**src/design/ctks_pkg.sv**
```systemverilog
// ----------------------------------------------------------------------------
// ctks_pkg
// Shared types, constants and the symbol key table of the crank selector.
// ----------------------------------------------------------------------------
package ctks_pkg;

	localparam int DATA_W    = 16;
	localparam int REM_W     = 17;
	localparam int IDX_W     = 5;
	localparam int KEY_W     = 8;
	localparam int CFG_IDX_W = 1;
	localparam int DIV_CNT_W = 5;

	localparam logic [CFG_IDX_W-1:0] REG_STEP_DIVISOR      = 1'd0;
	localparam logic [CFG_IDX_W-1:0] REG_REVERSE_THRESHOLD = 1'd1;

	localparam logic [DATA_W-1:0] STEP_DIVISOR_RESET      = 16'd1000;
	localparam logic [DATA_W-1:0] REVERSE_THRESHOLD_RESET = 16'd5;

	localparam logic [KEY_W-1:0]     BKSP_CODE     = 8'd14;
	localparam logic [REM_W-1:0]     REM_MAX       = 17'h1FFFF;
	localparam logic [DIV_CNT_W-1:0] DIV_LAST_STEP = 5'(REM_W - 1);

	typedef enum logic [1:0] {
		KIND_FIRST,
		KIND_BACKSPACE,
		KIND_SYMBOL
	} key_kind_t;

	typedef struct packed {
		logic      load;
		logic      apply;
		logic      div_step;
		logic      commit;
		logic      emit;
		key_kind_t kind;
		logic      last;
	} ctks_cmd_t;

	typedef struct packed {
		logic flip;
		logic ignore;
		logic qnz;
	} ctks_status_t;

	function automatic logic [KEY_W-1:0] sym_key(input logic [IDX_W-1:0] idx);
		logic [KEY_W-1:0] k;
		case (idx)
			5'd0:  k = 8'd30;
			5'd1:  k = 8'd48;
			5'd2:  k = 8'd46;
			5'd3:  k = 8'd32;
			5'd4:  k = 8'd18;
			5'd5:  k = 8'd33;
			5'd6:  k = 8'd34;
			5'd7:  k = 8'd35;
			5'd8:  k = 8'd23;
			5'd9:  k = 8'd36;
			5'd10: k = 8'd37;
			5'd11: k = 8'd38;
			5'd12: k = 8'd50;
			5'd13: k = 8'd49;
			5'd14: k = 8'd24;
			5'd15: k = 8'd25;
			5'd16: k = 8'd16;
			5'd17: k = 8'd19;
			5'd18: k = 8'd31;
			5'd19: k = 8'd20;
			5'd20: k = 8'd22;
			5'd21: k = 8'd47;
			5'd22: k = 8'd17;
			5'd23: k = 8'd45;
			5'd24: k = 8'd21;
			5'd25: k = 8'd44;
			5'd26: k = 8'd57;
			5'd27: k = 8'd28;
			default: k = 8'd0;
		endcase
		return k;
	endfunction

endpackage

```
**src/design/ctks_if.sv**
```systemverilog
// ----------------------------------------------------------------------------
// ctks_if
// Valid/ready channels for crank deltas and for key tap items.
// ----------------------------------------------------------------------------
interface ctks_in_if;
	logic                valid;
	logic                ready;
	logic signed [15:0]  delta;

	modport source (output valid, output delta, input ready);
	modport sink (input valid, input delta, output ready);
endinterface

interface ctks_out_if;
	logic        valid;
	logic        ready;
	logic [7:0]  key_code;
	logic [4:0]  symbol_index;
	logic        last;

	modport source (output valid, output key_code, output symbol_index, output last,
		input ready);
	modport sink (input valid, input key_code, input symbol_index, input last,
		output ready);
endinterface

```
**src/design/ctks_dp.sv**
```systemverilog
// ----------------------------------------------------------------------------
// ctks_dp
// Datapath: configuration, direction, remainder, symbol index, a bit-serial
// restoring divider and the output item register.
// ----------------------------------------------------------------------------
module ctks_dp #(
	parameter int NUM_SYMBOLS = 28
) (
	input  logic                                    clk,
	input  logic                                    arst_n,
	input  logic                                    cfg_we,
	input  logic [ctks_pkg::CFG_IDX_W-1:0]          cfg_index,
	input  logic [ctks_pkg::DATA_W-1:0]             cfg_data,
	input  logic signed [ctks_pkg::DATA_W-1:0]      delta,
	input  ctks_pkg::ctks_cmd_t                     cmd,
	output ctks_pkg::ctks_status_t                  status,
	output logic [ctks_pkg::KEY_W-1:0]              key_code,
	output logic [ctks_pkg::IDX_W-1:0]              symbol_index,
	output logic                                    last
);
	import ctks_pkg::*;

	localparam logic [IDX_W:0] NSYM = (IDX_W+1)'(NUM_SYMBOLS);

	logic [DATA_W-1:0] divisor_q;
	logic [DATA_W-1:0] threshold_q;
	logic              dir_neg_q;
	logic [REM_W-1:0]  rem_q;
	logic [IDX_W-1:0]  sel_q;
	logic              neg_q;
	logic [DATA_W-1:0] mag_q;
	logic [REM_W-1:0]  num_q;
	logic [DATA_W-1:0] part_q;
	logic [IDX_W-1:0]  qmod_q;
	logic              qnz_q;
	logic [KEY_W-1:0]  key_q;
	logic [IDX_W-1:0]  idx_q;
	logic              last_q;

	logic              flip;
	logic [REM_W:0]    sum;
	logic [REM_W-1:0]  dividend;
	logic [DATA_W-1:0] div_eff;
	logic [REM_W-1:0]  trial;
	logic              qbit;
	logic [REM_W-1:0]  trial_sub;
	logic [IDX_W:0]    qmod_dbl;
	logic [IDX_W:0]    sel_sum;
	logic [IDX_W-1:0]  sel_next;
	logic [KEY_W-1:0]  emit_key;

	always_comb begin
		flip      = neg_q != dir_neg_q;
		sum       = {1'b0, rem_q} + {2'b00, mag_q};
		dividend  = sum[REM_W] ? REM_MAX : sum[REM_W-1:0];
		div_eff   = (divisor_q == '0) ? DATA_W'(1) : divisor_q;
		trial     = {part_q, num_q[REM_W-1]};
		qbit      = trial >= {1'b0, div_eff};
		trial_sub = trial - {1'b0, div_eff};
		qmod_dbl  = {qmod_q, qbit};
		if (qmod_dbl >= NSYM) begin
			qmod_dbl = qmod_dbl - NSYM;
		end
		sel_sum = {1'b0, sel_q} + {1'b0, qmod_q};
		if (sel_sum >= NSYM) begin
			sel_sum = sel_sum - NSYM;
		end
		sel_next = sel_sum[IDX_W-1:0];
		case (cmd.kind)
			KIND_FIRST:     emit_key = sym_key('0);
			KIND_BACKSPACE: emit_key = BKSP_CODE;
			KIND_SYMBOL:    emit_key = sym_key(sel_q);
			default:        emit_key = '0;
		endcase
	end

	assign status.flip   = flip;
	assign status.ignore = flip && (mag_q < threshold_q);
	assign status.qnz    = qnz_q;

	always_ff @(posedge clk or negedge arst_n) begin
		if (!arst_n) begin
			divisor_q   <= STEP_DIVISOR_RESET;
			threshold_q <= REVERSE_THRESHOLD_RESET;
			dir_neg_q   <= 1'b0;
			rem_q       <= '0;
			sel_q       <= '0;
		end else begin
			if (cfg_we) begin
				case (cfg_index)
					REG_STEP_DIVISOR:      divisor_q   <= cfg_data;
					REG_REVERSE_THRESHOLD: threshold_q <= cfg_data;
					default:               ;
				endcase
			end
			if (cmd.apply && flip) begin
				dir_neg_q <= neg_q;
				sel_q     <= '0;
			end
			if (cmd.commit) begin
				rem_q <= {1'b0, part_q};
				sel_q <= sel_next;
			end
		end
	end

	always_ff @(posedge clk) begin
		if (cmd.load) begin
			neg_q <= delta[DATA_W-1];
			mag_q <= delta[DATA_W-1] ? (~delta + 1'b1) : delta;
		end
		if (cmd.apply) begin
			num_q  <= dividend;
			part_q <= '0;
			qmod_q <= '0;
			qnz_q  <= 1'b0;
		end
		if (cmd.div_step) begin
			num_q  <= {num_q[REM_W-2:0], 1'b0};
			part_q <= qbit ? trial_sub[DATA_W-1:0] : trial[DATA_W-1:0];
			qmod_q <= qmod_dbl[IDX_W-1:0];
			qnz_q  <= qnz_q | qbit;
		end
		if (cmd.emit) begin
			key_q  <= emit_key;
			idx_q  <= sel_q;
			last_q <= cmd.last;
		end
	end

	assign key_code     = key_q;
	assign symbol_index = idx_q;
	assign last         = last_q;

endmodule

```
**src/design/ctks_ctrl.sv**
```systemverilog
// ----------------------------------------------------------------------------
// ctks_ctrl
// Controller: takes one item, runs the divider and hands out up to three taps.
// ----------------------------------------------------------------------------
module ctks_ctrl (
	input  logic                   clk,
	input  logic                   arst_n,
	input  logic                   in_valid,
	output logic                   in_ready,
	output logic                   out_valid,
	input  logic                   out_ready,
	output ctks_pkg::ctks_cmd_t    cmd,
	input  ctks_pkg::ctks_status_t status
);
	import ctks_pkg::*;

	typedef enum logic [2:0] {
		ST_IDLE,
		ST_EVAL,
		ST_DIV,
		ST_COMMIT,
		ST_PICK,
		ST_EMIT
	} state_t;

	state_t                state_q;
	logic [DIV_CNT_W-1:0]  cnt_q;
	logic                  pend_first_q;
	logic                  pend_bs_q;
	logic                  pend_sym_q;
	logic                  out_valid_q;

	always_comb begin
		cmd          = '0;
		cmd.kind     = KIND_FIRST;
		cmd.load     = (state_q == ST_IDLE) && in_valid;
		cmd.apply    = (state_q == ST_EVAL) && !status.ignore;
		cmd.div_step = state_q == ST_DIV;
		cmd.commit   = state_q == ST_COMMIT;
		if (state_q == ST_PICK) begin
			if (pend_first_q) begin
				cmd.emit = 1'b1;
				cmd.kind = KIND_FIRST;
				cmd.last = !pend_bs_q;
			end else if (pend_bs_q) begin
				cmd.emit = 1'b1;
				cmd.kind = KIND_BACKSPACE;
			end else if (pend_sym_q) begin
				cmd.emit = 1'b1;
				cmd.kind = KIND_SYMBOL;
				cmd.last = 1'b1;
			end
		end
	end

	assign in_ready  = state_q == ST_IDLE;
	assign out_valid = out_valid_q;

	always_ff @(posedge clk or negedge arst_n) begin
		if (!arst_n) begin
			state_q      <= ST_IDLE;
			cnt_q        <= '0;
			pend_first_q <= 1'b0;
			pend_bs_q    <= 1'b0;
			pend_sym_q   <= 1'b0;
			out_valid_q  <= 1'b0;
		end else begin
			case (state_q)
				ST_IDLE: begin
					if (in_valid) begin
						state_q <= ST_EVAL;
					end
				end
				ST_EVAL: begin
					if (status.ignore) begin
						state_q <= ST_IDLE;
					end else begin
						pend_first_q <= status.flip;
						cnt_q        <= '0;
						state_q      <= ST_DIV;
					end
				end
				ST_DIV: begin
					cnt_q <= cnt_q + 1'b1;
					if (cnt_q == DIV_LAST_STEP) begin
						state_q <= ST_COMMIT;
					end
				end
				ST_COMMIT: begin
					pend_bs_q  <= status.qnz;
					pend_sym_q <= status.qnz;
					state_q    <= ST_PICK;
				end
				ST_PICK: begin
					if (cmd.emit) begin
						out_valid_q <= 1'b1;
						state_q     <= ST_EMIT;
						case (cmd.kind)
							KIND_FIRST:     pend_first_q <= 1'b0;
							KIND_BACKSPACE: pend_bs_q    <= 1'b0;
							default:        pend_sym_q   <= 1'b0;
						endcase
					end else begin
						state_q <= ST_IDLE;
					end
				end
				ST_EMIT: begin
					if (out_ready) begin
						out_valid_q <= 1'b0;
						state_q     <= ST_PICK;
					end
				end
				default: begin
					state_q <= ST_IDLE;
				end
			endcase
		end
	end

endmodule

```
**src/design/crank_to_keystroke_selector_unit.sv**
```systemverilog
// ----------------------------------------------------------------------------
// crank_to_keystroke_selector_unit
// Turns signed crank deltas into key tap items that cycle through symbols.
// ----------------------------------------------------------------------------
// The block takes one delta item at a time. An ignored delta frees the input
// without a division; any other delta runs a bit-serial division of the
// movement remainder and then sends up to three tap items. The next delta is
// taken only after the last tap item, if any, has been accepted. Configuration
// registers are written through cfg_we, cfg_index and cfg_data; the user must
// write them only while no item is in flight, as the block does not enforce it.
module crank_to_keystroke_selector_unit #(
	parameter int NUM_SYMBOLS = 28
) (
	input  logic                           clk,
	input  logic                           arst_n,
	input  logic                           cfg_we,
	input  logic [ctks_pkg::CFG_IDX_W-1:0] cfg_index,
	input  logic [ctks_pkg::DATA_W-1:0]    cfg_data,
	ctks_in_if.sink                        in_ch,
	ctks_out_if.source                     out_ch
);
	import ctks_pkg::*;

	ctks_cmd_t    cmd;
	ctks_status_t status;

	ctks_ctrl u_ctrl (
		.clk       (clk),
		.arst_n    (arst_n),
		.in_valid  (in_ch.valid),
		.in_ready  (in_ch.ready),
		.out_valid (out_ch.valid),
		.out_ready (out_ch.ready),
		.cmd       (cmd),
		.status    (status)
	);

	ctks_dp #(
		.NUM_SYMBOLS (NUM_SYMBOLS)
	) u_dp (
		.clk          (clk),
		.arst_n       (arst_n),
		.cfg_we       (cfg_we),
		.cfg_index    (cfg_index),
		.cfg_data     (cfg_data),
		.delta        (in_ch.delta),
		.cmd          (cmd),
		.status       (status),
		.key_code     (out_ch.key_code),
		.symbol_index (out_ch.symbol_index),
		.last         (out_ch.last)
	);

endmodule

```
**src/flat_wrapper.sv**
```systemverilog
// flat-port wrapper written by rule: the top's interface ports become plain ports
module crank_to_keystroke_selector_unit_flat import ctks_pkg::*;
#(
	parameter int NUM_SYMBOLS = 28
)
  (clk, arst_n, cfg_we, cfg_index, cfg_data, in_ch_valid, in_ch_delta, in_ch_ready, out_ch_valid, out_ch_key_code, out_ch_symbol_index, out_ch_last, out_ch_ready);
  ctks_in_if in_ch_i ();
  ctks_out_if out_ch_i ();
  input  logic clk;
  input  logic arst_n;
  input  logic cfg_we;
  input  logic [ctks_pkg::CFG_IDX_W-1:0] cfg_index;
  input  logic [ctks_pkg::DATA_W-1:0] cfg_data;
  input wire logic [$bits(in_ch_i.valid)-1:0] in_ch_valid;
  input wire logic [$bits(in_ch_i.delta)-1:0] in_ch_delta;
  output wire logic [$bits(in_ch_i.ready)-1:0] in_ch_ready;
  output wire logic [$bits(out_ch_i.valid)-1:0] out_ch_valid;
  output wire logic [$bits(out_ch_i.key_code)-1:0] out_ch_key_code;
  output wire logic [$bits(out_ch_i.symbol_index)-1:0] out_ch_symbol_index;
  output wire logic [$bits(out_ch_i.last)-1:0] out_ch_last;
  input wire logic [$bits(out_ch_i.ready)-1:0] out_ch_ready;
  assign in_ch_i.valid = in_ch_valid;
  assign in_ch_i.delta = in_ch_delta;
  assign in_ch_ready = in_ch_i.ready;
  assign out_ch_valid = out_ch_i.valid;
  assign out_ch_key_code = out_ch_i.key_code;
  assign out_ch_symbol_index = out_ch_i.symbol_index;
  assign out_ch_last = out_ch_i.last;
  assign out_ch_i.ready = out_ch_ready;
  crank_to_keystroke_selector_unit #(.NUM_SYMBOLS(NUM_SYMBOLS)) u_core (.clk(clk), .arst_n(arst_n), .cfg_we(cfg_we), .cfg_index(cfg_index), .cfg_data(cfg_data), .in_ch(in_ch_i), .out_ch(out_ch_i));
endmodule
```
**config.mk**
```make
export PLATFORM = sky130hd
export DESIGN_NAME = crank_to_keystroke_selector_unit_flat
export DESIGN_NICKNAME = d
export VERILOG_FILES = /design/src/design/ctks_pkg.sv /design/src/design/ctks_if.sv /design/src/design/ctks_dp.sv /design/src/design/ctks_ctrl.sv /design/src/design/crank_to_keystroke_selector_unit.sv /design/src/flat_wrapper.sv
export SDC_FILE = /design/constraint.sdc
export NUM_CORES = 1
export LEC_CHECK = 0
export BUFFER_PORTS_ARGS = -buffer_cell sky130_fd_sc_hd__buf_2
export CAP_MARGIN = 10
export CORE_ASPECT_RATIO = 1.2
export CORE_MARGIN = 2
export CORE_UTILIZATION = 63
export CTS_BUF_LIST = sky130_fd_sc_hd__clkbuf_4 sky130_fd_sc_hd__clkbuf_8
export DETAILED_ROUTE_END_ITERATION = 10
export PLACE_DENSITY = 0.87
export SYNTH_ARGS = -nofsm -noshare
export SYNTH_HDL_FRONTEND = slang
export SYNTH_HIERARCHICAL = 1
export SYNTH_SLANG_ARGS = --single-unit
```
**constraint.sdc**
```tcl
create_clock -name clk -period 4.4 [get_ports clk]
set_input_delay 0.44 -clock clk [delete_from_list [all_inputs] [get_ports clk]]
set_output_delay 0.44 -clock clk [all_outputs]
set_load 0.05 [all_outputs]
```
==> results.toml <==
[floorplan]
core_sq_um = 12600
die_h_um = 129
die_w_um = 108
dieArea_sq_um = 13800
row_count = 45
pin_count = 54
start_util = 0.645

[worst_setup_path]
crit_end = "u_core/u_dp/num_q[16]"
reg2reg_to = "u_core/u_dp/num_q[16]"
crit_path_end_kind = "flop"
cp-startpoint = "u_core/u_dp/mag_q[1]"
worstSetupPathType = "flop to flop"
crit_fanout = 12
r2r_slack_ps = 910
startpoint_type = "flop"
arrival_ps = 3740
r2r-start = "u_core/u_dp/mag_q[1]"
reg2reg_depth = 13
critPathRequiredTime_ps = 4650

[clock_network]
root_buffer = "clkbuf_8"
post_cts_buffers = 0
postCtsHoldBufs = 0
clock-sinks = 134
clk_path_buf_depth = 2
insertion_delay_ps = 430
htree_levels = 4
clk_pin_slew_ps = 80
cts_tree = "done"
cts_made_buffers = 17
post_cts_resized = 0

[placement]
io_buffers = 51
place_inst = 958
dpl.hpwl_um = 13700
dpl_cell_area_sq_um = 8490
gp_congestion = 0.895

[run_status]
outcome = "finished, final reports clean"

[sta]
setup_viol = 0
period_minus_slack_ps = 3490
drv_slew = 0
slew_headroom = 0.285
rsz0062_at_grt = "no"
period_share = 0.793
whs_ps = 70.2
max_freq_mhz = 287
finalHoldViolations = 0
worst_slew_pin_slew_ps = 1070
setup_tns_ps = 0
fin_skew_ps = 11.1

[cells_and_area]
fin_cells = 990
design_area_sq_um = 8890
final_util = 0.705
nets = 917
syn_to_final_growth_pct = 9.21
insertedDiodeCount = 0
drive_gt1_frac = 0.183

[synth]
yosys_warnings = 6
synth_ff_type = "edfxtp_1"
synth.most_common_cell = "edfxtp_1"
synth-async-reset-ratio = 0.493
synthCells = 768
synth_edf_count = 67
synth_cell_types = 72
ys_seq_area_frac = 0.454
synth.top_cell.area_share = 0.247
synth_common_cells = "edfxtp_1, nand2_1, ha_1"
synthesis.area_sq_um = 8140
yosys-top-cells-area = "edfxtp_1, dfrtp_1, ha_1"
avgSynthCellArea_sq_um = 10.6
synth_area_leader_cell = "edfxtp_1"
ys_seq_elements = 134

[global_routing]
grt_antenna_before_repair = 0
track_usage = 0.275
grt_pass1_wl_um = 29500
overflow = 0
grt_max_degree = 39
grt_pass1_vias = 6092

[power_and_ir_drop]
ir_worst_vdd_uv = 348
p_leak_uw = 0.00386
p_per_area_nw_per_um2 = 736

[flow_run]
drv_cap = 0

[detailed_routing]
routed_via_density = 6.18
dr.pass1.iters = 5
drc = 0
wl_um = 18300
via_count = 6117
ant_nets = 0
wire_per_inst_um = 18.5
initialDrtViolationCount = 585

[hold_path]
worst_hold_path_type = "input pin to asynchronous set/reset pin"
-- worst min-delay path by stage --
stage | startpoint | to | slack, ps | cells after the start
finish | arst_n | u_core/u_dp/threshold_q[4] | 70 | 1
global route | arst_n | u_core/u_dp/threshold_q[8] | 120 | 1
CTS | arst_n | u_core/u_dp/divisor_q[2] | 60 | 1
detailed placement | u_core/u_ctrl/cnt_q[4] | u_core/u_ctrl/cnt_q[4] | 470 | 1
global placement | u_core/u_ctrl/out_valid | u_core/u_ctrl/out_valid | 460 | 1
floorplan | arst_n | u_core/u_ctrl/cnt_q[0] | 140 | 0
-- cell usage in the layout, fill, tap and decap left out, types with 10 or more instances in the layout --
master | synthesis | layout
a21o_1 | 18 | 18
a21oi_1 | 45 | 45
a22o_1 | 16 | 16
buf_2 | 2 | 51
clkbuf_8 | 0 | 19
dfrtp_1 | 58 | 58
edfxtp_1 | 67 | 67
ha_1 | 63 | 63
inv_1 | 59 | 59
mux2_2 | 34 | 34
mux2i_1 | 16 | 16
nand2_1 | 66 | 66
nand3_1 | 13 | 13
nor2_1 | 30 | 30
nor2b_1 | 12 | 12
nor3_1 | 10 | 10
o21ai_0 | 46 | 46
xnor2_1 | 28 | 28
xor2_1 | 16 | 16
-- registers in the layout, indices dropped and copies added (netlist names), 3 cells and up --
register                  cells
u_core/u_dp/key_code          6
u_core/u_dp/qmod_q            5
u_core/u_ctrl/state_q         3
u_core/u_dp/num_q            17
u_core/u_dp/part_q           16
u_core/u_dp/threshold_q      16
u_core/u_ctrl/cnt_q           5
u_core/u_dp/rem_q            16
u_core/u_dp/divisor_q        16
u_core/u_dp/symbol_index      5
u_core/u_dp/sel_q             5
u_core/u_dp/mag_q            16
-- power breakdown --
| group | internal (uW) | switching [uW] |
|---|---|---|
| Clock | 548 | 485 |
| Sequential | 1880 | 418 |
| Combinational | 1340 | 1880 |
| Total | 3760 | 2780 |
-- cells by family (layout without fill, tap and decap cells) --
group	count (synthesis)	after routing	share of synthesized area
other	1	2	0.000461
buffers and inverters	91	148	0.0461
AO/OA/AOI/OAI	206	206	0.173
AND/OR/NAND/NOR	176	176	0.108
multiplexers	50	50	0.0667
flip-flops	134	134	0.454
XOR/XNOR	44	44	0.0474
adder cells (fa/ha/maj)	66	66	0.104
-- final cells by class --
cell class	count	area, sq um
multi-input combinational	544	4070
fill	911	3720
sequential	134	3690
timing repair buffer	55	285
clock buffer	21	277
inverter	61	230
tap	164	205
clock inverter	11	124
-- stage by stage --
step	setup WS, ps	power [uW]
global route	653	6990
floorplan	1000	4720
finish	911	6540
detailed placement	907	5460
CTS	913	6520
global placement	1060	5290
-- critical path, cell delays in order (launching register included) --
cell	delay [ps]
edfxtp_1	440
ha_1	310
a21o_1	110
a21o_1	110
a211oi_1	60
o21ai_0	160
a221oi_1	110
o21a_1	230
or4b_1	550
inv_1	200
inv_1	130
nor2_1	590
nand2_1	110
o221ai_1	200
-- per-layer routing --
| metal | vias up | GRT usage | share of wire |
|---|---|---|---|
| li1 | 2882 | - | - |
| met1 | 2983 | 0.338 | 0.42 |
| met2 | 199 | 0.478 | 0.51 |
| met3 | 53 | 0.0319 | 0.035 |
| met4 | 0 | 0.140 | 0.038 |
| met5 | - | 0 | 0 |
No activity file was read; power rests on OpenSTA's default activity.
